**src/rtl/waveform_smooth_time_over_threshold_defines.svh**
```systemverilog
// Assertion macros for the smoothing and time over threshold block.
// Each macro needs clk_i and rst_ni in the scope where it is used.
`ifndef WAVEFORM_SMOOTH_TIME_OVER_THRESHOLD_DEFINES_SVH
`define WAVEFORM_SMOOTH_TIME_OVER_THRESHOLD_DEFINES_SVH

`ifndef NO_ASSERTIONS

// same-cycle implication
`define WSTO_ASSERT_IMP(lbl, ante, cons, msg) \
  lbl: assert property (@(posedge clk_i) disable iff (!rst_ni) (ante) |-> (cons)) \
    else $error(msg);

// next-cycle implication
`define WSTO_ASSERT_NXT(lbl, ante, cons, msg) \
  lbl: assert property (@(posedge clk_i) disable iff (!rst_ni) (ante) |=> (cons)) \
    else $error(msg);

`else

`define WSTO_ASSERT_IMP(lbl, ante, cons, msg)
`define WSTO_ASSERT_NXT(lbl, ante, cons, msg)

`endif

`endif

```
**src/rtl/wsto_pkg.sv**
```systemverilog
package wsto_pkg;

  // parameter defaults
  localparam int unsigned MAX_HALF_WINDOW_DEF = 15;
  localparam int unsigned MAX_SAMPLES_DEF     = 16384;
  localparam int unsigned NUM_THRESHOLDS_DEF  = 10;

  // fixed field widths
  localparam int unsigned SAMPLE_W   = 16;
  localparam int unsigned CFG_W      = 32;
  localparam int unsigned CFG_IDX_W  = 3;
  localparam int unsigned HW_W       = 4;
  localparam int unsigned BASE_W     = 24;
  localparam int unsigned GAIN_W     = 32;
  localparam int unsigned MV_W       = 16;
  localparam int unsigned BIN_W      = 14;
  localparam int unsigned VAL_W      = 32;
  localparam int unsigned THR_IDX_W  = 4;
  localparam int unsigned EDGE_OUT_W = 16;
  localparam int unsigned THR_MV_W   = 20;

  // register indexes
  typedef enum logic [CFG_IDX_W-1:0] {
    CFG_HALF_WINDOW = 3'd0,
    CFG_BASELINE    = 3'd1,
    CFG_GAIN        = 3'd2,
    CFG_MIN_THR     = 3'd3,
    CFG_THR_STEP    = 3'd4,
    CFG_DIG_THR     = 3'd5
  } cfg_idx_e;

  // register reset values
  localparam logic [HW_W-1:0]          RST_HALF_WINDOW = 4'd1;
  localparam logic signed [BASE_W-1:0] RST_BASELINE    = 24'sd0;
  localparam logic [GAIN_W-1:0]        RST_GAIN        = 32'd65536;
  localparam logic [MV_W-1:0]          RST_MIN_THR     = 16'd100;
  localparam logic [MV_W-1:0]          RST_THR_STEP    = 16'd25;
  localparam logic [MV_W-1:0]          RST_DIG_THR     = 16'd1500;

  // result kinds
  typedef enum logic {
    KIND_BIN     = 1'b0,
    KIND_SUMMARY = 1'b1
  } kind_e;

  localparam logic signed [VAL_W-1:0]      VAL_MIN   = 32'sh8000_0000;
  localparam logic signed [VAL_W-1:0]      VAL_MAX   = 32'sh7FFF_FFFF;
  localparam logic signed [EDGE_OUT_W-1:0] EDGE_NONE = -16'sd1;

  typedef struct packed {
    logic signed [SAMPLE_W-1:0] sample;
    logic                       last_sample;
  } in_req_t;

  typedef struct packed {
    logic                         kind;
    logic [BIN_W-1:0]             bin_index;
    logic signed [VAL_W-1:0]      smoothed_q4;
    logic [THR_IDX_W-1:0]         threshold_index;
    logic signed [EDGE_OUT_W-1:0] leading_edge;
    logic signed [EDGE_OUT_W-1:0] falling_edge;
    logic signed [VAL_W-1:0]      amplitude_q4;
    logic                         last_result;
  } out_req_t;

  // edge status of one threshold cell
  typedef struct packed {
    logic signed [EDGE_OUT_W-1:0] leading;
    logic signed [EDGE_OUT_W-1:0] falling;
  } edge_t;

endpackage

```
**src/rtl/wsto_dly_cell.sv**
```systemverilog
module wsto_dly_cell (
  input  logic                                 clk_i,
  input  logic                                 rst_ni,
  input  logic                                 shift_i,
  input  logic signed [wsto_pkg::SAMPLE_W-1:0] d_i,
  output logic signed [wsto_pkg::SAMPLE_W-1:0] q_o
);
  import wsto_pkg::*;

  logic signed [SAMPLE_W-1:0] smp_q;

  // one tap of the sample line, takes its neighbor's value on a shift
  always_ff @(posedge clk_i or negedge rst_ni) begin
    if (!rst_ni) begin
      smp_q <= '0;
    end else if (shift_i) begin
      smp_q <= d_i;
    end
  end

  assign q_o = smp_q;

endmodule

```
**config.mk**
```make
export PLATFORM = sky130hd
export DESIGN_NAME = wsto_dly_cell
export DESIGN_NICKNAME = d
export VERILOG_FILES = /design/src/rtl/waveform_smooth_time_over_threshold_defines.svh /design/src/rtl/wsto_pkg.sv /design/src/rtl/wsto_dly_cell.sv
export SDC_FILE = /design/constraint.sdc
export NUM_CORES = 1
export LEC_CHECK = 0
export BUFFER_PORTS_ARGS = -buffer_cell sky130_fd_sc_hd__buf_2
export CELL_PAD_IN_SITES_DETAIL_PLACEMENT = 0
export CELL_PAD_IN_SITES_GLOBAL_PLACEMENT = 1
export CORE_MARGIN = 2
export CORE_UTILIZATION = 33
export DETAILED_ROUTE_END_ITERATION = 7
export PLACE_DENSITY = 0.75
export REMOVE_ABC_BUFFERS = 1
export SLEW_MARGIN = 20
export SYNTH_ARGS = -nofsm -noshare
export SYNTH_HDL_FRONTEND = slang
export SYNTH_SLANG_ARGS = --single-unit
```
**constraint.sdc**
```tcl
create_clock -name clk_i -period 1 [get_ports clk_i]
set_input_delay 0.15 -clock clk_i [delete_from_list [all_inputs] [get_ports clk_i]]
set_output_delay 0.15 -clock clk_i [all_outputs]
set_load 0.05 [all_outputs]
```
; Yosys cells after proc, flatten, opt, wreduce, memory -nomap -nowiden
; Cells that the tools add are included.
[totals]
elab_cells = 1
register_bits = 16
out_inout_bits = 16
inputBits = 19

; Depth between registers and ports, before layout
; Gate-level depths: netlist (run 1).
[depth]
ltp_word = 0
ltp_mapped = 3
mapped_depth_nobuf = 1

; Worst setup path after synthesis (run 1)
; No wires, ideal clock.
[synth_path]
kind = reg-to-reg
from = reg q_o[10] (netlist name)
to = reg smp_q[10] (netlist: q_o[10])
setup_slack_ns = 0.006
arrival_time_ns = 0.869
setup_ns = 0.125
stages_incl_launch_ff = 2
path_buffers = 0
path_cell_list = dfrtp_1 -> mux2_4
[synth_rtl]
columns = element, line
row1 = "end signal, assigned", wsto_dly_cell.sv:17  ; smp_q <= d_i;
row2 = "end, declared", wsto_dly_cell.sv:10  ; logic signed [SAMPLE_W-1:0] smp_q;

; Final worst setup path (run 1)
[layout_path]
from = reg smp_q[0] (netlist: q_o[0])
to = out q_o[0] (netlist bit)
[layout_rtl]
columns = element, line
row1 = "end, declared", wsto_dly_cell.sv:6  ; output logic signed [wsto_pkg::SAMPLE_W-1:0] q_o
; No word-level cell between the ends.

==> key figures, run 1 <==
Status
  • Status: finished clean

Critical path
  • Critical-path top delay cell: dfrtp_1
  • Critical path, cell by cell: buf_6
  • Reg2Reg Depth: 2
  • Worst Path Buf+Inv: 1
  • Max FO, Critical Path: 2
  • Data required, critical path: approximately 0.85 ns
  • Worst path arrival time: 0.85 ns
  • Startpoint Class: register
  • Critical R2R Launch: q_o[8]
  • Crit end category: output port
  • R2r setup slk: approximately 0.090 ns
  • Worst Path Class, Setup: register to output port
  • Peak per-stage delay on the critical path: between 0.4 and 0.5 ns
  • Crit Reg-Reg Endpoint: q_o[8]
  • CP top delay family: flip-flops

Cells and area
  • Non-Filler Instances: around 110
  • Filler cells: about 160
  • Max reg flops: 16
  • Nets: around 100
  • Cell area after layout: 1055 um^2
  • Commonest non-fill, non-tap cell in the layout: buf_2
  • Antenna cells: 0
  • Layout cells sized above 1: around 79%
  • Most frequent cells in the layout: 18 x buf_2, 16 x buf_6, 16 x dfrtp_1, 10 x mux2_4, 8 x buf_4
  • Area grow syn2layout: 62.43%

Job
  • Max_cap viols: 0

Routing
  • Post-Route WL: 1337 um
  • WL per Instance: 12.50 um
  • Detailed Routing Iterations Pass 1: 1
  • Drt via density: 4.243
  • DR vias: between 400 and 500
  • ANT nets after route: 0
  • DRT iter0 DRCs: 0
  • # DRC: 0

Clocking
  • TritonCTS buffer count: 3
  • Latest clock arrival within the worst-skew pair: between 0.2 and 0.3 ns
  • Longest Clk Path Bufs: 2
  • CTS tree: done
  • Clk root buf: clkbuf_4
  • Clock slew at reported path FFs: approximately 0.090 ns
  • # H-tree levels: 1
  • Clk sinks: 16

Die
  • Die footprint: around 2300 um^2
  • Initial cell density of the core: 34.14%
  • DIE WIDTH: around 48 um
  • Die height: approximately 48 um
  • Boundary pin count: 35
  • Core footprint: between 1500 and 2000 um^2
  • Cell Rows: 16

Global routing
  • Largest net degree at the start of global routing: 17
  • Vias in the first global route: roughly 500
  • Grt total ovfl: 0
  • Global-route wire length before repair: about 2400 um
  • GRT Util Overall: approximately an eighth
  • Initial antenna violation count: 0

Pwr
  • Pwr Total: around 1.7 mW
  • Cell leakage power: around 0.54 nW
  • PwrDens: 1610 nW/um^2
  • Maximum VDD drop: about 0.79 mV

STA
  • Final setup viols: 0
  • Tcrit/Tclk final: between 90% and 100%
  • Least-Margin Pin Slew: 0.3470 ns
  • Final hold slack: around 0.1 ns
  • Max Clock Freq: between 1 and 1.5 GHz
  • Final Skew: 0 ns
  • Final Hold Fails: 0
  • Slew Viols, Final: 0
  • RSZ-0062 raised after global routing: true
  • Max-slew headroom: 76.86%
  • Crit path time final: ~1.0 ns

Yosys
  • Syn Std Cell Area: about 650 um^2
  • Synthesized flop and latch total: 16
  • Synth cell types: 5
  • Synth warnings: 0
  • Mapped Cells: 34
  • Sequential area share after synthesis: 61.66%
  • Avg Cell Area, Syn: around 19 um^2

Worst hold path
  • Min-Delay Endpoint: q_o[2]
  • Hold WC Path Type: input pin to register
  • Hold Crit Start: d_i[2]
  • Hold Crit Depth: 2

Placed design
  • I/O Buffers: 34
  • Routability cong.: about 0.64
  • Post-DP HPWL: 893.4 um
  • Placed cells: 95
  • Placed Area: 862.1 um^2
routing by layer:
metal	wire, um	vias to the layer above	track usage [%]
met4	0	0	5.714
met2	647	25	19.91
met3	103	0	4.012
met5	0	-	0
met1	586	219	18.11
li1	-	210	-
synthesized netlist by cell type (all sizes together):
master   n  share of area (%)
mux2    16                 34
buf      2                4.8
dfrtp   16                 62
final cells by class:
cell class                      count  area, um^2  share of cell area, %
Sequential cell                    16       400.4                  37.96
Timing Repair Buffer               45       380.4                  36.06
Clock buffer                        3       22.52                  2.135
Multi-Input combinational cell     16       217.7                  20.64
Tap cell                           27       33.78                  3.203
repair_timing:
| item | 4_1_cts | 5_1_grt |
|---|---|---|
| pin swaps | 0 | 0 |
| gates resized for setup | 32 | 0 |
| buffers inserted | 5 | 3 |
| hold endpoints to repair | 16 | 0 |
| hold buffers | 1 | 0 |
| endpoints found under the setup margin | 16 | 16 |
worst max-delay path by stage:
stage / start / cells after the start / end / slack [ns]
after floorplan: q_o[10] / 1 / q_o[10] / 0.006
after global placement: shift_i / 3 / q_o[1] / 0.13
after detailed placement: shift_i / 3 / q_o[2] / 0.13
after CTS: q_o[0] / 1 / q_o[0] / -0.009
after global routing: q_o[2] / 1 / q_o[2] / -0.04
final: q_o[0] / 1 / q_o[0] / 0.0008
where the power goes:
part           internal, mW  leakage (nW)  total (mW)  switching [mW]
clock                 0.139        0.0138       0.327           0.187
sequential            0.712         0.187       0.760          0.0481
combinational         0.284         0.335       0.612           0.328
total                  1.14         0.536        1.70           0.563
stage by stage:
stage | worst slack (ns) | utilization, % | TNS, ns
3_5_place_dp | 0.1259 | 45.33 | 0
2_1_floorplan | 0.005748 | - | 0
5_1_grt | -0.04121 | 55.46 | -0.4313
4_1_cts | -0.008503 | 54.28 | -0.01539
3_3_place_gp | 0.1325 | 45.33 | 0
6_report | 0.0008306 | 55.46 | 0
kinds of logic (layout without fill, tap and decap cells):
kind of cell / count (synthesis) / count (layout) / share of synthesized area [%]
muxes: 16 / 16 / 33.52
DFF: 16 / 16 / 61.66
buffers and inverters: 2 / 48 / 4.817
Power figures use the tool's default switching activity.
==> run 2: changes to the inputs <==
--- a/config.mk
+++ b/config.mk
@@ -11,5 +11,6 @@
 export CORE_MARGIN = 2
-export CORE_UTILIZATION = 33
+export CORE_UTILIZATION = 35
+export CTS_BUF_LIST = sky130_fd_sc_hd__clkbuf_4 sky130_fd_sc_hd__clkbuf_8
 export DETAILED_ROUTE_END_ITERATION = 7
-export PLACE_DENSITY = 0.75
+export PLACE_DENSITY = 0.79
 export REMOVE_ABC_BUFFERS = 1
--- a/constraint.sdc
+++ b/constraint.sdc
@@ -3,2 +3,2 @@
 set_output_delay 0.15 -clock clk_i [all_outputs]
-set_load 0.05 [all_outputs]
+set_load 0.01 [all_outputs]
==> run 2 against run 1 <==
Against the previous run: global-route usage decreased by 0.84 points; cell count decreased by 3.7%; non-clock buffer count decreased by 3; first-iteration DRC count unchanged; clock power increased by 25%; wire length decreased by 8.1%; clock-buffer cell count increased by 1; clock skew unchanged; sequential share of layout area increased by 4.2 points; largest power group unchanged.
==> key figures, run 2 (synthesis results as in run 1) <==
STA
  • Slew Viols, Final: 0
  • Setup ws final: about 0.034 ns
  • Final setup viols: 0
  • Final Skew: 0 ns
  • Final Hold Fails: 0
  • Tcrit/Tclk final: a little over nine tenths
  • Crit path time final: just under 1 ns
  • Max-slew headroom: 77.56%
  • Least-Margin Pin Slew: between 0.3 and 0.4 ns
  • Max Clock Freq: about 1.0 GHz
  • RSZ-0062 raised after global routing: true

Die
  • Die height: between 40 and 50 um
  • Initial cell density of the core: 37.61%
  • Boundary pin count: 35
  • Core footprint: 1727 um^2
  • DIE WIDTH: ~47 um
  • Cell Rows: 15
  • Die footprint: 2216 um^2

Cells and area
  • Nets: roughly 100
  • Area grow syn2layout: 46.24%
  • Final core occ: between 50 and 60%
  • Multi-input logic area: 217.7 um^2
  • Commonest non-fill, non-tap cell in the layout: buf_2
  • FF+latch area: roughly 400 um^2
  • Layout cells sized above 1: ~78%
  • Max reg flops: 16
  • Antenna cells: 0
  • Filler cells: roughly 160
  • Non-Filler Instances: approximately 100
  • Cell area after layout: ~950 um^2
  • Most frequent cells in the layout: 31 x buf_2, 16 x dfrtp_1, 10 x mux2_4, 6 x mux2_2, 6 x buf_4

Global routing
  • Global-route wire length before repair: approximately 1900 um
  • Initial antenna violation count: 0
  • Vias in the first global route: 441
  • Largest net degree at the start of global routing: 17
  • GRT Util Overall: about an eighth
  • Grt total ovfl: 0

Clocking
  • # H-tree levels: 1
  • TritonCTS buffer count: 3
  • Latest clock arrival within the worst-skew pair: between 0.2 and 0.3 ns
  • Clock slew at reported path FFs: roughly 0.090 ns
  • Clk sinks: 16
  • Clk root buf: clkbuf_4
  • Longest Clk Path Bufs: 2
  • CTS tree: done

Critical path
  • Crit end category: output port
  • Critical-path top delay cell: dfrtp_1
  • CP top delay family: flip-flops
  • Worst Path Class, Setup: register to output port
  • Worst path arrival time: just over 0.8 ns
  • Max FO, Critical Path: 2
  • Data required, critical path: 0.85 ns
  • Peak per-stage delay on the critical path: 0.40 ns
  • Critical path, cell by cell: buf_2
  • Startpoint Class: register
  • Worst Path Buf+Inv: 1

Placed design
  • Post-DP HPWL: 875.1 um
  • I/O Buffers: 34
  • Routability cong.: between 0.6 and 0.7
  • Pre-CTS setup slack: roughly 0.11 ns
  • Placed Area: approximately 840 um^2
  • Placed cells: 92

Pwr
  • Maximum VDD drop: roughly 0.88 mV
  • Cell leakage power: 0.4967 nW
  • PwrDens: ~1600 nW/um^2

Worst hold path
  • Hold WC Path Type: input pin to register

Routing
  • Drt via density: ~4.3
  • WL per Instance: approximately 12 um
  • DR vias: roughly 440
  • # DRC: 0
  • Post-Route WL: around 1200 um
  • DRT iter0 DRCs: 0
  • Detailed Routing Iterations Pass 1: 1
  • ANT nets after route: 0

Job
  • Max_cap viols: 0

Status
  • Status: finished clean
==> run 2: cell type report <==
class | count | area share, %
clock buffers | 4 | 3.821
repair buffers | 42 | 27.80
multi-input cells | 16 | 22.92
well taps | 25 | 3.294
flip-flops and latches | 16 | 42.16
==> run 2: repair_timing <==
item                                    in CTS  in global routing
endpoints found under the setup margin       0                 11
buffers inserted                             0                  6
resized for setup                            0                  3
hold buffers                                 1                  0
hold endpoints to repair                    16                  0
==> run 2: final timing paths <==
| kind | end | slack, ns | cells past startpoint | startpoint |
|---|---|---|---|---|
| worst max-delay path | q_o[13] | 0.03 | 1 | q_o[13] |
| worst min-delay path | q_o[5] | 0.1 | 2 | d_i[5] |
| worst max register to register | q_o[7] | 0.10 | 2 | q_o[7] |
| worst min register to register | q_o[4] | 0.51 | 1 | q_o[4] |
| max in group asynchronous | q_o[3] | 0.45 | 2 | rst_ni |
| min in group asynchronous | q_o[8] | 0.31 | 2 | rst_ni |
==> run 2: routing by layer <==
metal  routed length, um  vias up  share of wire [%]  track usage [%]
li1                    -      204                  -                -
met5                   0        -                  0                0
met4                   0        0                  0            6.667
met3                 160        0                 13            5.769
met1                 564      205                 46            15.65
met2                 504       29                 41            18.08
==> run 2: through the flow <==
stage / hold slack, ns / setup TNS [ns] / power (mW)
after floorplan: -0.1456 / 0 / 0.8797
after global placement: 0.07588 / 0 / 1.023
after detailed placement: 0.07334 / 0 / 1.024
after CTS: 0.08543 / 0 / 1.443
after global routing: 0.07982 / -0.01792 / 1.562
final: 0.09731 / 0 / 1.472
==> run 2: where the power goes <==
part,total (mW),internal [mW],switching [mW]
sequential,0.745,0.711,0.0337
clock,0.409,0.221,0.188
combinational,0.318,0.200,0.118
total,1.47,1.13,0.340
==> run 3: changes to the inputs <==
Settings changed: CORE_UTILIZATION 35 to 32, PLACE_DENSITY 0.79 to 0.76.
Clock period 1 ns to 0.8 ns, I/O delays scaled along.
==> run 3 against run 2 <==
Against the previous run: hold slack got worse by 0.029 ns; wire length shrank 2.6%; the run now ends with setup timing left; largest power group unchanged; sequential cell count unchanged.
==> key figures, run 3 (synthesis results as in run 1) <==
STA
  • Final setup viols: 23
  • Crit path time final: ~0.94 ns
  • Final Skew: 0 ns
  • Max-slew headroom: 77.41%
  • Slew Viols, Final: 0
  • Final hold slack: approximately 0.068 ns
  • Final Hold Fails: 0
  • RSZ-0062 raised after global routing: true
  • Max Clock Freq: between 1 and 1.5 GHz
  • Setup ws final: -0.1369 ns
  • Least-Margin Pin Slew: 0.3389 ns
  • Tcrit/Tclk final: 117.1%

Pwr
  • Cell leakage power: roughly 0.5 nW
  • Pwr Total: about 1.8 mW
  • PwrDens: 1932 nW/um^2
  • Maximum VDD drop: 0.8793 mV

Die
  • Initial cell density of the core: about 33%
  • Die footprint: between 2000 and 2500 um^2
  • DIE WIDTH: 49.05 um
  • Cell Rows: 16
  • Core footprint: roughly 1900 um^2
  • Boundary pin count: 35
  • Die height: around 50 um

Routing
  • DRT iter0 DRCs: 2
  • Drt via density: around 4.2
  • DR vias: roughly 450
  • Post-Route WL: about 1200 um
  • WL per Instance: between 10 and 15 um
  • Detailed Routing Iterations Pass 1: 2
  • ANT nets after route: 0
  • # DRC: 0

Global routing
  • Global routing usage on met2: 19.18%
  • Most Crowded Layer GR: met2
  • Largest net degree at the start of global routing: 17
  • Grt total ovfl: 0
  • Met3 Use GR: under 10%
  • Initial antenna violation count: 0
  • Global Route met1 Usage: a little over an eighth
  • GRT Util Overall: between 10% and 20%
  • Vias in the first global route: between 400 and 500
  • Global-route wire length before repair: roughly 2100 um

Critical path
  • CP top delay family: flip-flops
  • Worst Path Buf+Inv: 1
  • Startpoint Class: register
  • Crit end category: output port
  • Critical path, cell by cell: buf_2
  • R2r setup slk: -0.10 ns
  • Peak per-stage delay on the critical path: ~0.40 ns
  • Worst path arrival time: roughly 0.8 ns
  • Data required, critical path: 0.68 ns
  • Worst Path Class, Setup: register to output port
  • Critical-path top delay cell: dfrtp_1
  • Max FO, Critical Path: 2

Status
  • Status: finished, violations left
  • Failing checks: setup timing

Cells and area
  • Filler cells: approximately 190
  • Multi-input logic area: between 200 and 250 um^2
  • Max reg flops: 16
  • Area grow syn2layout: 46.44%
  • Final core occ: 48.97%
  • Antenna cells: 0
  • Commonest non-fill, non-tap cell in the layout: buf_2
  • Most frequent cells in the layout: 33 x buf_2, 16 x dfrtp_1, 10 x mux2_4, 6 x mux2_2, 6 x buf_4
  • FF+latch area: 400.4 um^2
  • Nets: 99
  • Layout cells sized above 1: around four fifths

Clocking
  • Clock slew at reported path FFs: approximately 0.090 ns
  • # H-tree levels: 1
  • Clk root buf: clkbuf_4
  • Clk sinks: 16
  • Longest Clk Path Bufs: 2
  • TritonCTS buffer count: 3
  • CTS tree: done
  • Latest clock arrival within the worst-skew pair: about 0.27 ns

Job
  • Max_cap viols: 0

Placed design
  • Pre-CTS setup slack: -0.06143 ns
  • I/O Buffers: 34
  • Routability cong.: 0.6460
  • Post-DP HPWL: 866.7 um

Worst hold path
  • Hold WC Path Type: input pin to register
## run 3: cell types whose count changed in the layout (fill, tap and decap cells not counted)
cell,previous run,this run
buf_2,31,33
buf_6,3,2
## run 3: path summary, 6_finish.rpt
kind,startpoint,end,cells after the start
worst max-delay path,q_o[6],q_o[6],1
worst min-delay path,d_i[1],q_o[1],2
worst max register to register,q_o[4],q_o[4],2
worst min register to register,q_o[9],q_o[9],1
max in group asynchronous,rst_ni,q_o[12],2
min in group asynchronous,rst_ni,q_o[0],2
## run 3: timing repair
action,in CTS,in global routing
setup buffers,2,5
setup endpoints to repair,16,18
endpoints found under the hold margin,16,0
pin swaps,0,0
resized for setup,0,2
hold buffers,1,0
## run 3: metal layers
| layer | wire [um] | up-vias |
|---|---|---|
| met2 | 595 | 22 |
| met1 | 502 | 216 |
| met3 | 90 | 2 |
| li1 | - | 208 |
| met5 | 0 | - |
| met4 | 9 | 0 |
## run 3: stage by stage
stage	TNS [ns]	std cells	cell area [um^2]
after detailed placement	-0.5041	94	842.1
after CTS	-2.385	101	903.4
after floorplan	0	32	618.1
after global placement	-0.3350	94	842.1
final	-2.470	106	950.9
after global routing	-3.298	106	950.9
## run 3: final cells by class
type                    count  area share (%)
multi-input cells          16           22.89
repair buffers             43           27.63
flip-flops and latches     16           42.11
clock buffers               4           3.816
well taps                  27           3.553
## run 3: power by group
group | internal, mW | total, mW | switching [mW]
combinational | 0.248 | 0.396 | 0.148
clock | 0.276 | 0.511 | 0.235
sequential | 0.889 | 0.930 | 0.0408
total | 1.41 | 1.84 | 0.424
