`config.mk`:
```
export PLATFORM = sky130hd
export DESIGN_NAME = wsto_thr_cell
export DESIGN_NICKNAME = d
export VERILOG_FILES = /design/src/rtl/waveform_smooth_time_over_threshold_defines.svh /design/src/rtl/wsto_pkg.sv /design/src/rtl/wsto_thr_cell.sv
export SDC_FILE = /design/constraint.sdc
export NUM_CORES = 1
export LEC_CHECK = 0
export ABC_AREA = 1
export BUFFER_PORTS_ARGS = -buffer_cell sky130_fd_sc_hd__buf_2
export CORE_MARGIN = 3
export CORE_UTILIZATION = 44
export CTS_BUF_LIST = sky130_fd_sc_hd__clkbuf_16
export CTS_CLUSTER_DIAMETER = 100
export DETAILED_ROUTE_END_ITERATION = 7
export GPL_TIMING_DRIVEN = 0
export HOLD_SLACK_MARGIN = 0.08
export PLACE_DENSITY_LB_ADDON = 0.12
export RECOVER_POWER = 100
export SETUP_SLACK_MARGIN = 0.5
export SYNTH_ARGS = -nofsm -noshare
export SYNTH_HDL_FRONTEND = slang
export SYNTH_SLANG_ARGS = --single-unit
```
`constraint.sdc`:
```
create_clock -name clk_i -period 1.9 [get_ports clk_i]
set_clock_uncertainty 0.2 [all_clocks]
set_input_delay 0.285 -clock clk_i [delete_from_list [all_inputs] [get_ports clk_i]]
set_output_delay 0.285 -clock clk_i [all_outputs]
set_load 0.02 [all_outputs]
```
`src/rtl/waveform_smooth_time_over_threshold_defines.svh`:
```
// Assertion macros for the smoothing and time over threshold block.
// Each macro needs clk_i and rst_ni in the scope where it is used.
`ifndef WAVEFORM_SMOOTH_TIME_OVER_THRESHOLD_DEFINES_SVH
`define WAVEFORM_SMOOTH_TIME_OVER_THRESHOLD_DEFINES_SVH

`ifndef NO_ASSERTIONS

// same-cycle implication
`define WSTO_ASSERT_IMP(lbl, ante, cons, msg) \
  lbl: assert property (@(posedge clk_i) disable iff (!rst_ni) (ante) |-> (cons)) \
    else $error(msg);

// next-cycle implication
`define WSTO_ASSERT_NXT(lbl, ante, cons, msg) \
  lbl: assert property (@(posedge clk_i) disable iff (!rst_ni) (ante) |=> (cons)) \
    else $error(msg);

`else

`define WSTO_ASSERT_IMP(lbl, ante, cons, msg)
`define WSTO_ASSERT_NXT(lbl, ante, cons, msg)

`endif

`endif

```
`src/rtl/wsto_pkg.sv`:
```
package wsto_pkg;

  // parameter defaults
  localparam int unsigned MAX_HALF_WINDOW_DEF = 15;
  localparam int unsigned MAX_SAMPLES_DEF     = 16384;
  localparam int unsigned NUM_THRESHOLDS_DEF  = 10;

  // fixed field widths
  localparam int unsigned SAMPLE_W   = 16;
  localparam int unsigned CFG_W      = 32;
  localparam int unsigned CFG_IDX_W  = 3;
  localparam int unsigned HW_W       = 4;
  localparam int unsigned BASE_W     = 24;
  localparam int unsigned GAIN_W     = 32;
  localparam int unsigned MV_W       = 16;
  localparam int unsigned BIN_W      = 14;
  localparam int unsigned VAL_W      = 32;
  localparam int unsigned THR_IDX_W  = 4;
  localparam int unsigned EDGE_OUT_W = 16;
  localparam int unsigned THR_MV_W   = 20;

  // register indexes
  typedef enum logic [CFG_IDX_W-1:0] {
    CFG_HALF_WINDOW = 3'd0,
    CFG_BASELINE    = 3'd1,
    CFG_GAIN        = 3'd2,
    CFG_MIN_THR     = 3'd3,
    CFG_THR_STEP    = 3'd4,
    CFG_DIG_THR     = 3'd5
  } cfg_idx_e;

  // register reset values
  localparam logic [HW_W-1:0]          RST_HALF_WINDOW = 4'd1;
  localparam logic signed [BASE_W-1:0] RST_BASELINE    = 24'sd0;
  localparam logic [GAIN_W-1:0]        RST_GAIN        = 32'd65536;
  localparam logic [MV_W-1:0]          RST_MIN_THR     = 16'd100;
  localparam logic [MV_W-1:0]          RST_THR_STEP    = 16'd25;
  localparam logic [MV_W-1:0]          RST_DIG_THR     = 16'd1500;

  // result kinds
  typedef enum logic {
    KIND_BIN     = 1'b0,
    KIND_SUMMARY = 1'b1
  } kind_e;

  localparam logic signed [VAL_W-1:0]      VAL_MIN   = 32'sh8000_0000;
  localparam logic signed [VAL_W-1:0]      VAL_MAX   = 32'sh7FFF_FFFF;
  localparam logic signed [EDGE_OUT_W-1:0] EDGE_NONE = -16'sd1;

  typedef struct packed {
    logic signed [SAMPLE_W-1:0] sample;
    logic                       last_sample;
  } in_req_t;

  typedef struct packed {
    logic                         kind;
    logic [BIN_W-1:0]             bin_index;
    logic signed [VAL_W-1:0]      smoothed_q4;
    logic [THR_IDX_W-1:0]         threshold_index;
    logic signed [EDGE_OUT_W-1:0] leading_edge;
    logic signed [EDGE_OUT_W-1:0] falling_edge;
    logic signed [VAL_W-1:0]      amplitude_q4;
    logic                         last_result;
  } out_req_t;

  // edge status of one threshold cell
  typedef struct packed {
    logic signed [EDGE_OUT_W-1:0] leading;
    logic signed [EDGE_OUT_W-1:0] falling;
  } edge_t;

endpackage

```
`src/rtl/wsto_thr_cell.sv`:
```
module wsto_thr_cell #(
  parameter int unsigned K       = 0,
  parameter bit          IS_LAST = 1'b0,
  parameter int unsigned EDGE_W  = 15
) (
  input  logic                                   clk_i,
  input  logic                                   rst_ni,
  input  logic                                   upd_i,
  input  logic                                   clr_i,
  input  logic signed [wsto_pkg::VAL_W-1:0]      val_i,
  input  logic [EDGE_W-1:0]                      edge_i,
  input  logic [wsto_pkg::MV_W-1:0]              min_i,
  input  logic [wsto_pkg::MV_W-1:0]              step_i,
  input  logic [wsto_pkg::MV_W-1:0]              dig_i,
  output wsto_pkg::edge_t                        edge_o
);
  import wsto_pkg::*;

  logic [THR_MV_W-1:0]     thr_mv;
  logic signed [VAL_W-1:0] thr_q4;
  logic                    above;
  logic                    found_q;
  logic [EDGE_W-1:0]       first_q;
  logic [EDGE_W-1:0]       last_q;

  // level of this threshold in mV, then Q4
  assign thr_mv = IS_LAST ? THR_MV_W'(dig_i)
                          : THR_MV_W'(min_i) + THR_MV_W'(step_i) * THR_MV_W'(K);
  assign thr_q4 = $signed({8'b0, thr_mv, 4'b0});
  assign above  = val_i > thr_q4;

  // first and last one-based bin strictly above the level
  always_ff @(posedge clk_i or negedge rst_ni) begin
    if (!rst_ni) begin
      found_q <= 1'b0;
      first_q <= '0;
      last_q  <= '0;
    end else if (clr_i) begin
      found_q <= 1'b0;
    end else if (upd_i && above) begin
      if (!found_q) begin
        found_q <= 1'b1;
        first_q <= edge_i;
      end
      last_q <= edge_i;
    end
  end

  assign edge_o.leading = found_q ? $signed(EDGE_OUT_W'(first_q)) : EDGE_NONE;
  assign edge_o.falling = found_q ? $signed(EDGE_OUT_W'(last_q)) : EDGE_NONE;

endmodule

```
# Yosys cells after proc, flatten, opt, wreduce, memory -nomap -nowiden

Cells that the tools add are included.

Register bits: 31
Output and inout bits: 32
Input port bits: 99
Word-level logic and storage cells: 14

Bitwise gates (word level): 2
Reduce and logical (&&, ||, !) cells: 4
$lt $le $gt $ge: 1
Mux-type cells: 4

Operators by type and width:

| operator            | count |
|---|---|
| $gt A32 B21 Y1      | 1 |
| $mux W16            | 2 |
| $reduce_and A3 Y1   | 1 |
| $mux W1             | 2 |
| $not A1 Y1          | 2 |
| $reduce_and A2 Y1   | 1 |
| $reduce_bool A2 Y1  | 1 |
| $logic_and A1 B1 Y1 | 1 |

# Logic depth before layout (Yosys ltp)

Gate-level depths: netlist of the first run.

Depth in word-level cells: 4
Mapped depth: 15
Depth with buffers taken out: 14

# Least setup slack after synthesis of the first run

Ideal clock, no wire load.

Path type: input-to-reg
Start: input min_i[11] in the netlist's numbering
End: register last_q[0]
Data arrival time: 1.479 ns
Data required time: 1.583 ns
Setup time: 0.117 ns
Path slack: 0.103 ns
Path buffers: 1
Cell stages on the path: 14
Cells stage by stage: inv_1 > ha_1 > nand2_1 > inv_1 > nand2_1 > nor2_1 > nand2_1 > nand3_2 > nand2_4 > nand2_8 > nand3_4 > buf_8 > nand2_2 > nand2_1

Longest elaborated chain between the ends: 3

Ends and longest elaborated chain:

| item                        | line                | text |
|---|---|---|
| start: declaration          | wsto_thr_cell.sv:12 | `input logic [wsto_pkg::MV_W-1:0] min_i,` |
| $gt A32 B21 Y1              | wsto_thr_cell.sv:30 | `assign above = val_i > thr_q4;` |
| $logic_and A1 B1 Y1         | wsto_thr_cell.sv:40 | `end else if (upd_i && above) begin` |
| $reduce_and A2 Y1 (no line) | n/a                 |  |
| end signal: assignment      | wsto_thr_cell.sv:45 | `last_q <= edge_i;` |
| end: declaration            | wsto_thr_cell.sv:24 | `logic [EDGE_W-1:0] last_q;` |

No other way between the ends.
A chain may end at the register's enable or synchronous reset.

==> key figures, run 1 <==
Global route
  – Maximum number of pins on one net before global-route repair: 32
  – Total routing usage reported by global routing: 23.5%
  – Initial antenna violation count: 0
  – Vias in the first global route: 2,279
  – Congestion Overflow GR: 0
  – First-pass GRT wire length: 10,900 um

Synth
  – Synth Warn #: 0
  – Synthesized netlist cell count: 267
  – Netlist area before placement: 2150 um2
  – Count of unique library cells instantiated by Yosys: 26
  – Synthesis-stage register bit count: 31
  – Syn_nets: 382
  – Synthesized area per cell: 8.06 um2
  – Post-synthesis sequential area ratio: 36.0%

STA
  – Final Critical Period: 1.83 ns
  – Peak Freq: 547 MHz
  – Setup repair after global routing missed its margin: yes
  – Portion of the clock cycle consumed by the worst path in the final layout: 96.3%
  – Normalized max-slew margin: 48.2%
  – Worst hold-check slack: 0.0793 ns
  – Number of setup violations in the final report: 0
  – Final-report max-slew violation count: 0
  – Final hold violations: 0
  – Transition time at the pin with the least slew margin: 0.777 ns

Routing
  – Initial DRT Pass Iterations: 4
  – Via total after detailed routing: 2,353
  – DRT iter0 DRCs: 116
  – Remaining DRCs: 0
  – Drt wl/cell: 15.8 um
  – Number of vias per cell: 5.13
  – Final antenna-violating net count: 0
  – Routed WL: 7260 um

Place
  – Placer congestion estimate: 0.806
  – Sum of net half-perimeters after detailed placement: 4350 um
  – Port bufs: 98
  – Cell Count Post-Placement: 430

Clocking
  – Clock-pin slew on the worst setup and hold paths: 0.05 ns
  – Number of buffers created by CTS: 5
  – H-tree depth: 2
  – Maximum buffer depth of the clock tree: 2
  – Total clock sinks: 31
  – Root Buffer: sky130_fd_sc_hd__clkbuf_16
  – Clock tree from TritonCTS: done
  – Later-pin clock latency in the skew report: 0.28 ns

Setup path
  – Worst Path Class, Setup: flop to primary output
  – Critical path arrival: 1.34 ns
  – Worst setup slack for register-to-register paths: 0.20 ns
  – Kind of end point of the critical path: primary output
  – Required time of the critical path: 1.41 ns
  – Launch point of the worst reg-to-reg path: found_q
  – Critical Path Start Type: flop
  – Worst-case reg-to-reg path depth: 5
  – Max Fanout on Critical Path: 7
  – Capturing point of the worst reg2reg path: first_q[3]

Power and ir drop
  – Fraction of power consumed by the clock network: 30.7%
  – Post-route total power: 2.46 mW
  – Largest vdd supply drop: 561 uV
  – Internal portion of total power: 1.67 mW
  – Proportion of total power due to net switching: 32.0%
  – Power density relative to cell area: 663 nW/um2
  – Sequential fraction of design power: 35.1%
  – Switching Power: 0.788 mW
  – Logic pwr share: 34.2%
  – Leakage power: 1.84 nW

Floorplan
  – Site Rows: 24
  – Initial core utilization: 47.5%
  – Die footprint: 5770 um2
  – Core footprint: 4530 um2
  – I/O pin cnt: 131
  – Chip width: 75.9 um
  – Die boundary height: 75.9 um

Flow run
  – Max-cap violation count: 0

Hold path
  – Worst hold path stage count: 3
  – Min-delay src: edge_i[12]
  – Type of the most critical hold path: input pin to flop
  – Endpoint of the worst hold path: first_q[12]

Final layout
  – Fin cells: 459
  – Syn-to-layout area delta: 72.6%
  – Number of antenna cells inserted: 0
  – Fraction of final layout cells with drive strength greater than 1: 60.2%
  – Post-layout net count: 508

Status
  – Result of the run: finished clean
## stage by stage
step	util (%)	instance area, um2	setup TNS, ns	setup slack [ns]
6_report	81.9	3710	0	0.0709
5_1_grt	81.9	3710	0	0.0322
4_1_cts	81.3	3680	0	0.163
3_5_place_dp	65.5	2970	-3.38	-0.144
3_3_place_gp	65.5	2970	-2.85	-0.121
2_1_floorplan	-	2400	0	0.195
## power by group through the flow
stage	Combinational [mW]	Clock, mW	Sequential [mW]
after floorplan	0.418	0	0.840
after global placement	0.613	0	0.854
after detailed placement	0.630	0	0.858
after CTS	0.834	0.749	0.859
after global routing	0.916	0.785	0.875
final	0.842	0.755	0.864
## metal layers
layer | vias up | global-route usage, % | part of all wire (%)
met2 | 113 | 39.7 | 52
met3 | 22 | 5.21 | 7.5
met5 | - | 0 | 0
li1 | 1114 | - | -
met1 | 1104 | 30.2 | 38
met4 | 0 | 6.52 | 2.5
## worst max-delay path by stage
stage | slack [ns] | start | depth (start not counted) | end
global placement | -0.12 | min_i[11] | 15 | first_q[4]
floorplan | 0.19 | min_i[11] | 14 | first_q[10]
CTS | 0.16 | found_q | 4 | edge_o[14]
global route | 0.03 | min_i[11] | 14 | first_q[3]
detailed placement | -0.14 | min_i[10] | 15 | first_q[5]
finish | 0.07 | found_q | 4 | edge_o[26]
## synthesized netlist by cell type
master	number	share of area (%)
sky130_fd_sc_hd__ha_1	16	9.3
sky130_fd_sc_hd__buf_6	1	0.52
sky130_fd_sc_hd__dfrtp_1	31	36
sky130_fd_sc_hd__buf_4	4	1.4
sky130_fd_sc_hd__nand2_8	1	0.93
sky130_fd_sc_hd__nand2_2	19	5.5
sky130_fd_sc_hd__nand3_1	1	0.23
sky130_fd_sc_hd__nand3_2	1	0.47
sky130_fd_sc_hd__nand2_4	1	0.52
sky130_fd_sc_hd__and2_0	1	0.29
sky130_fd_sc_hd__a21o_1	1	0.35
sky130_fd_sc_hd__a21oi_1	5	1.2
sky130_fd_sc_hd__nor2_4	3	1.6
sky130_fd_sc_hd__buf_8	1	0.70
sky130_fd_sc_hd__nor2_2	1	0.29
sky130_fd_sc_hd__nand2_1	64	11
sky130_fd_sc_hd__nand4_1	32	9.3
sky130_fd_sc_hd__inv_2	2	0.35
sky130_fd_sc_hd__inv_1	26	4.5
sky130_fd_sc_hd__clkbuf_1	5	0.87
sky130_fd_sc_hd__o21ai_2	2	0.81
sky130_fd_sc_hd__o211ai_1	1	0.35
sky130_fd_sc_hd__buf_2	3	0.70
sky130_fd_sc_hd__nor2_1	13	2.3
sky130_fd_sc_hd__or2_2	30	8.7
sky130_fd_sc_hd__nand3_4	2	1.6
## sequential cells by signal, indices dropped and copies added (netlist names)
| name | flops |
|---|---|
| first_q | 15 |
| last_q | 15 |
| found_q | 1 |
## critical path, stage by stage, from the launching register on
cell	delay, ns
sky130_fd_sc_hd__dfrtp_1	0.38
sky130_fd_sc_hd__inv_4	0.07
sky130_fd_sc_hd__clkbuf_2	0.17
sky130_fd_sc_hd__or2_2	0.30
sky130_fd_sc_hd__buf_6	0.14
## logic make-up after synthesis
| group | Yosys count | share of synthesized area [%] |
|---|---|---|
| compound gates | 9 | 2.67 |
| fa+ha+maj | 16 | 9.30 |
| buf+inv | 42 | 9.07 |
| flops | 31 | 36.0 |
| simple gates | 169 | 42.9 |
## cell type report
cell class	instances	area (um2)
timing repair buffer	119	953
inverter	28	153
sequential	31	776
fill	289	821
multi-input combinational	194	1500
clock inverter	3	11.3
clock buffer	5	125
buffer	14	118
tap	65	81.3
## placed cells by master (no fill, tap or decap)
cell,netlist,routed
sky130_fd_sc_hd__inv_2,2,6
sky130_fd_sc_hd__clkbuf_16,0,5
sky130_fd_sc_hd__or2_2,30,17
sky130_fd_sc_hd__buf_2,3,55
sky130_fd_sc_hd__inv_1,26,12
sky130_fd_sc_hd__and2_0,1,1
sky130_fd_sc_hd__nand2_4,1,9
sky130_fd_sc_hd__nor2_1,13,9
sky130_fd_sc_hd__buf_16,0,2
sky130_fd_sc_hd__inv_12,0,2
sky130_fd_sc_hd__clkbuf_8,0,1
sky130_fd_sc_hd__nand3_1,1,1
sky130_fd_sc_hd__buf_4,4,10
sky130_fd_sc_hd__or2_0,0,2
sky130_fd_sc_hd__o211ai_1,1,1
sky130_fd_sc_hd__nand3_4,2,3
sky130_fd_sc_hd__clkbuf_2,0,9
sky130_fd_sc_hd__a21o_1,1,1
sky130_fd_sc_hd__ha_4,0,15
sky130_fd_sc_hd__dfrtp_1,31,31
sky130_fd_sc_hd__or2_4,0,11
sky130_fd_sc_hd__nand2_1,64,51
sky130_fd_sc_hd__clkbuf_1,5,4
sky130_fd_sc_hd__nor2_4,3,5
sky130_fd_sc_hd__clkinv_1,0,2
sky130_fd_sc_hd__nor2_2,1,3
sky130_fd_sc_hd__ha_1,16,1
sky130_fd_sc_hd__a21oi_1,5,5
sky130_fd_sc_hd__buf_8,1,3
sky130_fd_sc_hd__o21ai_2,2,2
sky130_fd_sc_hd__buf_6,1,45
sky130_fd_sc_hd__nand4_1,32,32
sky130_fd_sc_hd__nand2_2,19,24
sky130_fd_sc_hd__inv_4,0,9
sky130_fd_sc_hd__nand2_8,1,1
sky130_fd_sc_hd__dlygate4sd3_1,0,4
## repair_timing
| action | in CTS | in global routing |
|---|---|---|
| pin swaps | 7 | 20 |
| hold buffers | 4 | 0 |
| setup endpoints to repair | 63 | 63 |
| hold endpoints to repair | 34 | 0 |
| buffers inserted | 7 | 2 |
| cloned | 8 | 0 |
| gates resized for setup | 127 | 46 |
Note: power is estimated with default switching activity, not from simulation.
==> inputs of run 2 (changes only) <==
Settings changed: CORE_UTILIZATION 44 to 45.
Clock period 1.9 ns to 2.19 ns, I/O delays scaled along.
==> run 2 against run 1 <==
  * Final cell count decreased by 4.8%
  * Flip-flop and latch count is the same
  * Clock power shrank 15%
  * Via count fell by 5.4%
  * First-iteration DRC count is 25% higher
  * Clock-buffer cell count did not move
  * Highest routed layer unchanged
==> key figures, run 2 (same netlist as run 1, synthesis figures left out) <==
Status
  – Result of the run: finished clean

Final layout
  – Largest registers: first_q (15), last_q (15), found_q (1)
  – Fraction of final layout cells with drive strength greater than 1: 53.5%
  – Fin cells: 437
  – Post-layout net count: 499
  – Number of antenna cells inserted: 0
  – Fillcell total: 324
  – Post-route cell area: 3420 um2
  – Most frequent cells in the layout: sky130_fd_sc_hd__buf_2 (59), sky130_fd_sc_hd__nand2_1 (49), sky130_fd_sc_hd__nand4_1 (32)
  – Syn-to-layout area delta: 58.8%
  – Most common library cell in the layout ignoring fill and taps: sky130_fd_sc_hd__buf_2

Clocking
  – H-tree depth: 2
  – Root Buffer: sky130_fd_sc_hd__clkbuf_16
  – Number of buffers created by CTS: 5
  – Total clock sinks: 31
  – Later-pin clock latency in the skew report: 0.27 ns
  – Maximum buffer depth of the clock tree: 2
  – Clock-pin slew on the worst setup and hold paths: 0.05 ns
  – Clock tree from TritonCTS: done

Setup path
  – Family with the most delay on the worst path: simple AND/OR/NAND/NOR gates
  – Delay of the slowest cell on the worst path: 0.25 ns
  – Critical path arrival: 1.90 ns
  – Cells traversed along the worst timing path: buf_8 -> inv_12 -> ha_4 -> nand2_1 -> inv_2 -> nand2_1 -> nor2_1 -> nand2_1 -> o21ai_4 -> nor2_4 -> nand3_4 -> clkbuf_16 -> nand2_1 -> nand2_1
  – Critical Path Start Type: input pin
  – Buffering stage count on the worst path with inverters included: 4
  – Launch point of the worst reg-to-reg path: found_q
  – Worst path slowest cell: sky130_fd_sc_hd__nor2_4
  – Capturing point of the worst reg2reg path: first_q[6]
  – Origin of the worst setup path: min_i[11]
  – Critical path capture point: first_q[10]
  – Kind of end point of the critical path: flop
  – Worst Path Class, Setup: input pin to flop
  – Worst-case reg-to-reg path depth: 4
  – Path length in cells of the critical path: 14
  – Worst setup slack for register-to-register paths: 0.52 ns
  – CP dominant cell by count: sky130_fd_sc_hd__nand2_1
  – Required time of the critical path: 2.15 ns
  – Max Fanout on Critical Path: 6

Power and ir drop
  – Largest vdd supply drop: 465 uV
  – Fraction of power consumed by the clock network: 31.7%
  – Internal portion of total power: 1.38 mW
  – Switching Power: 0.641 mW
  – Leakage power: 1.68 nW
  – Power density relative to cell area: 591 nW/um2
  – Proportion of total power due to net switching: 31.7%
  – Sequential fraction of design power: 37.1%
  – Logic pwr share: 31.2%

Global route
  – Total routing usage reported by global routing: 22.5%
  – Vias in the first global route: 2,172
  – Initial antenna violation count: 0
  – First-pass GRT wire length: 9690 um
  – Congestion Overflow GR: 0
  – Maximum number of pins on one net before global-route repair: 32

STA
  – Setup repair after global routing missed its margin: yes
  – Final Critical Period: 1.94 ns
  – Number of setup violations in the final report: 0
  – Final Worst Setup Slack: 0.250 ns
  – Portion of the clock cycle consumed by the worst path in the final layout: 88.6%
  – Normalized max-slew margin: 49.7%
  – Final-report max-slew violation count: 0
  – Final hold violations: 0
  – Transition time at the pin with the least slew margin: 0.755 ns
  – Accumulated negative setup slack: 0 ns
  – Peak Freq: 515 MHz

Place
  – Port bufs: 98
  – Instance area at placement: 2930 um2
  – Worst slack at placement: 0.104 ns
  – Cell Count Post-Placement: 417
  – Placer congestion estimate: 0.796
  – Sum of net half-perimeters after detailed placement: 4460 um

Floorplan
  – Die footprint: 5650 um2
  – I/O pin cnt: 131
  – Initial core utilization: 48.1%
  – Core footprint: 4470 um2
  – Site Rows: 24
  – Die boundary height: 75.2 um
  – Chip width: 75.2 um

Flow run
  – Max-cap violation count: 0

Routing
  – Remaining DRCs: 0
  – Final antenna-violating net count: 0
  – Drt wl/cell: 14.5 um
  – Via total after detailed routing: 2,226
  – Routed WL: 6330 um
  – Initial DRT Pass Iterations: 4
  – Number of vias per cell: 5.09
  – DRT iter0 DRCs: 145

Hold path
  – Type of the most critical hold path: input pin to flop
-- run 2: cell count changes in the layout (fill, tap and decap cells not counted), moves of 3 or more --
cell,previous run,this run
sky130_fd_sc_hd__clkbuf_1,4,29
sky130_fd_sc_hd__inv_1,12,15
sky130_fd_sc_hd__buf_2,55,59
sky130_fd_sc_hd__or2_2,17,28
sky130_fd_sc_hd__buf_6,45,13
sky130_fd_sc_hd__or2_4,11,2
sky130_fd_sc_hd__nand2_4,9,12
sky130_fd_sc_hd__clkbuf_2,9,2
-- run 2: per-layer routing --
metal | up-vias | wire [um] | GRT usage [%]
met3 | 9 | 425 | 5.21
met4 | 0 | 82 | 4.85
li1 | 1095 | - | -
met5 | - | 0 | 0
met1 | 1035 | 2580 | 28.3
met2 | 87 | 3250 | 39.4
-- run 2: area by class of cell --
cell class,count,area (um2),share of cell area (%)
clock buffers,5,125,3.66
inverters,28,148,4.32
flip-flops and latches,31,776,22.7
clock inverters,3,12.5,0.366
plain buffers,14,150,4.39
multi-input cells,194,1470,43.0
well taps,52,65.1,1.90
repair buffers,110,673,19.7
-- run 2: worst min-delay path by stage --
stage | startpoint | slack [ns] | cells after the start | endpoint
detailed placement | rst_ni | 0.21 | 1 | first_q[11]
finish | edge_i[10] | 0.14 | 3 | first_q[10]
CTS | edge_i[12] | 0.13 | 3 | first_q[12]
floorplan | rst_ni | -0.17 | 0 | first_q[0]
global route | edge_i[10] | 0.15 | 3 | first_q[10]
global placement | rst_ni | 0.20 | 1 | first_q[11]
-- run 2: metrics by stage --
step,hold slack (ns),power (mW),util (%)
final,0.141,2.02,76.4
after global routing,0.154,2.13,76.4
after CTS,0.134,2.02,75.6
after detailed placement,0.205,1.28,65.5
after global placement,0.203,1.26,65.5
after floorplan,-0.167,1.08,-
-- run 2: timing repair --
| action | 4_1_cts | 5_1_grt |
|---|---|---|
| endpoints found under the hold margin | 32 | 0 |
| pin swaps | 1 | 16 |
| setup buffers | 4 | 3 |
| gates resized for setup | 75 | 64 |
| endpoints found under the setup margin | 61 | 63 |
| hold buffers | 2 | 0 |
| cloned | 1 | 2 |
-- run 2: power by group through the flow --
stage	logic [mW]	clock network, mW	registers [mW]
after floorplan	0.353	0	0.727
after global placement	0.523	0	0.736
after detailed placement	0.540	0	0.742
after CTS	0.637	0.645	0.737
after global routing	0.696	0.676	0.760
final	0.631	0.641	0.750
-- run 2: worst min-delay path: stages --
cell                      delay (ns)
sky130_fd_sc_hd__buf_2          0.09
sky130_fd_sc_hd__nand4_1        0.08
sky130_fd_sc_hd__nand2_1        0.08
==> inputs of run 3 (changes only) <==
Settings changed: CTS_BUF_LIST sky130_fd_sc_hd__clkbuf_16 to sky130_fd_sc_hd__clkbuf_8 sky130_fd_sc_hd__clkbuf_16.
==> run 3 against run 2 <==
  * Die area unchanged
  * Cell area grew 1.2%
  * Core utilization grew 0.92 points
  * Register-to-register slack worse by 0.02 ns
  * Power down 8.5%
  * Global-route usage down 0.76 points
  * Non-clock buffer count shrank 2
  * Critical path depth is 2 lower
  * Flip-flop and latch count did not move
  * Critical endpoint is now first_q[7]
  * Largest power group unchanged
==> key figures, run 3 (same netlist as run 1, synthesis figures left out) <==
Status
  – Result of the run: finished clean

Floorplan
  – Core footprint: 4470 um2
  – Site Rows: 24
  – Die boundary height: 75.2 um
  – Chip width: 75.2 um
  – Die footprint: 5650 um2
  – Initial core utilization: 48.1%
  – I/O pin cnt: 131

STA
  – Normalized max-slew margin: 49.4%
  – Final hold violations: 0
  – Final-report max-slew violation count: 0
  – Accumulated negative setup slack: 0 ns
  – Transition time at the pin with the least slew margin: 0.759 ns
  – Setup repair after global routing missed its margin: yes
  – Number of setup violations in the final report: 0
  – Final Worst Setup Slack: 0.207 ns
  – Final Critical Period: 1.98 ns
  – Peak Freq: 504 MHz
  – Portion of the clock cycle consumed by the worst path in the final layout: 90.6%

Clocking
  – H-tree depth: 2
  – Clock tree from TritonCTS: done
  – Maximum buffer depth of the clock tree: 2
  – Clock-pin slew on the worst setup and hold paths: 0.07 ns
  – Later-pin clock latency in the skew report: 0.28 ns
  – Number of buffers created by CTS: 5
  – Root Buffer: sky130_fd_sc_hd__clkbuf_8
  – Total clock sinks: 31

Setup path
  – Critical Path Start Type: input pin
  – Kind of end point of the critical path: flop
  – Cells traversed along the worst timing path: buf_6 -> inv_2 -> ha_4 -> nand4_1 -> nor2_4 -> nand2_2 -> nand3_2 -> nand2_4 -> nand2_8 -> clkbuf_1 -> nand4_1 -> nand2_2
  – Delay of the slowest cell on the worst path: 0.38 ns
  – Max Fanout on Critical Path: 10
  – Launch point of the worst reg-to-reg path: found_q
  – Worst Path Class, Setup: input pin to flop
  – Worst path slowest cell: sky130_fd_sc_hd__clkbuf_1
  – Required time of the critical path: 2.21 ns
  – Origin of the worst setup path: min_i[7]
  – Critical path arrival: 2.00 ns

Global route
  – First-pass GRT wire length: 9360 um
  – Maximum number of pins on one net before global-route repair: 32
  – Vias in the first global route: 2,121
  – Initial antenna violation count: 0
  – Total routing usage reported by global routing: 21.7%
  – Congestion Overflow GR: 0

Power and ir drop
  – Switching Power: 0.644 mW
  – Sequential fraction of design power: 40.9%
  – Power density relative to cell area: 535 nW/um2
  – Post-route total power: 1.85 mW
  – Proportion of total power due to net switching: 34.8%
  – Fraction of power consumed by the clock network: 23.1%
  – Largest vdd supply drop: 460 uV
  – Leakage power: 1.68 nW
  – Logic pwr share: 36.0%
  – Internal portion of total power: 1.21 mW

Place
  – Sum of net half-perimeters after detailed placement: 4460 um
  – Worst slack at placement: 0.104 ns
  – Port bufs: 98
  – Instance area at placement: 2930 um2
  – Placer congestion estimate: 0.796

Routing
  – Routed WL: 6560 um
  – Final antenna-violating net count: 0
  – Initial DRT Pass Iterations: 4
  – DRT iter0 DRCs: 137
  – Remaining DRCs: 0
  – Via total after detailed routing: 2,238
  – Drt wl/cell: 15.1 um
  – Number of vias per cell: 5.14

Final layout
  – Most frequent cells in the layout: sky130_fd_sc_hd__buf_2 (51), sky130_fd_sc_hd__nand2_1 (37), sky130_fd_sc_hd__nand2_2 (32), sky130_fd_sc_hd__nand4_1 (32), sky130_fd_sc_hd__dfrtp_1 (31)
  – Post-route cell area: 3460 um2
  – Post-layout net count: 497
  – Number of antenna cells inserted: 0
  – Most common library cell in the layout ignoring fill and taps: sky130_fd_sc_hd__buf_2
  – Largest registers: first_q (15), last_q (15), found_q (1)
  – Fraction of final layout cells with drive strength greater than 1: 56.7%
  – Syn-to-layout area delta: 60.8%

Hold path
  – Type of the most critical hold path: input pin to flop
  – Min-delay src: edge_i[9]

Flow run
  – Max-cap violation count: 0
==> run 3: through the flow <==
| step | hold slack (ns) | utilization (%) | std cells |
|---|---|---|---|
| 2_1_floorplan | -0.167 | - | 267 |
| 3_3_place_gp | 0.203 | 65.5 | 417 |
| 3_5_place_dp | 0.205 | 65.5 | 417 |
| 4_1_cts | 0.117 | 74.2 | 432 |
| 5_1_grt | 0.111 | 77.3 | 435 |
| 6_report | 0.125 | 77.3 | 435 |
==> run 3: final cells by class <==
| cell class | count | area, um2 |
|---|---|---|
| Multi-Input combinational cell | 194 | 1540 |
| Fill cell | 320 | 1010 |
| Clock inverter | 3 | 12.5 |
| Sequential cell | 31 | 776 |
| Buffer | 14 | 140 |
| Tap cell | 52 | 65.1 |
| Inverter | 28 | 148 |
| Timing Repair Buffer | 108 | 714 |
| Clock buffer | 5 | 68.8 |
==> run 3: worst max-delay path: cells and delay by family <==
| kind | cells | cell delay, ns |
|---|---|---|
| and+or+nand+nor | 8 | 0.94 |
| buffers and inverters | 3 | 0.48 |
| adders and majority gates | 1 | 0.26 |
==> run 3: power groups by stage <==
| stage | Combinational, mW | Clock (mW) | Sequential (mW) |
|---|---|---|---|
| final | 0.667 | 0.427 | 0.756 |
| after global routing | 0.731 | 0.466 | 0.764 |
| after CTS | 0.632 | 0.428 | 0.735 |
| after detailed placement | 0.540 | 0 | 0.742 |
| after global placement | 0.523 | 0 | 0.736 |
| after floorplan | 0.353 | 0 | 0.727 |
==> run 3: final timing paths <==
kind | end | slack, ns | cells past startpoint
setup / recovery | first_q[7] | 0.21 | 12
hold / removal | first_q[9] | 0.13 | 3
setup reg to reg | first_q[7] | 0.50 | 5
hold reg to reg | last_q[8] | 0.28 | 2
max in group asynchronous | last_q[3] | 0.85 | 2
min in group asynchronous | first_q[11] | 0.45 | 2
==> run 3: what timing repair did <==
item	4_1_cts	5_1_grt
buffers inserted	4	2
setup endpoints to repair	61	63
pin swaps	7	17
endpoints found under the hold margin	32	0
gates cloned	1	1
resized for setup	72	83
hold buffers	2	0
==> run 3: metal layers <==
metal  GRT usage (%)  wire [um]
met1            27.8       2510
met2            37.0       3490
met3            5.74        451
met4            4.66        108
met5               0          0
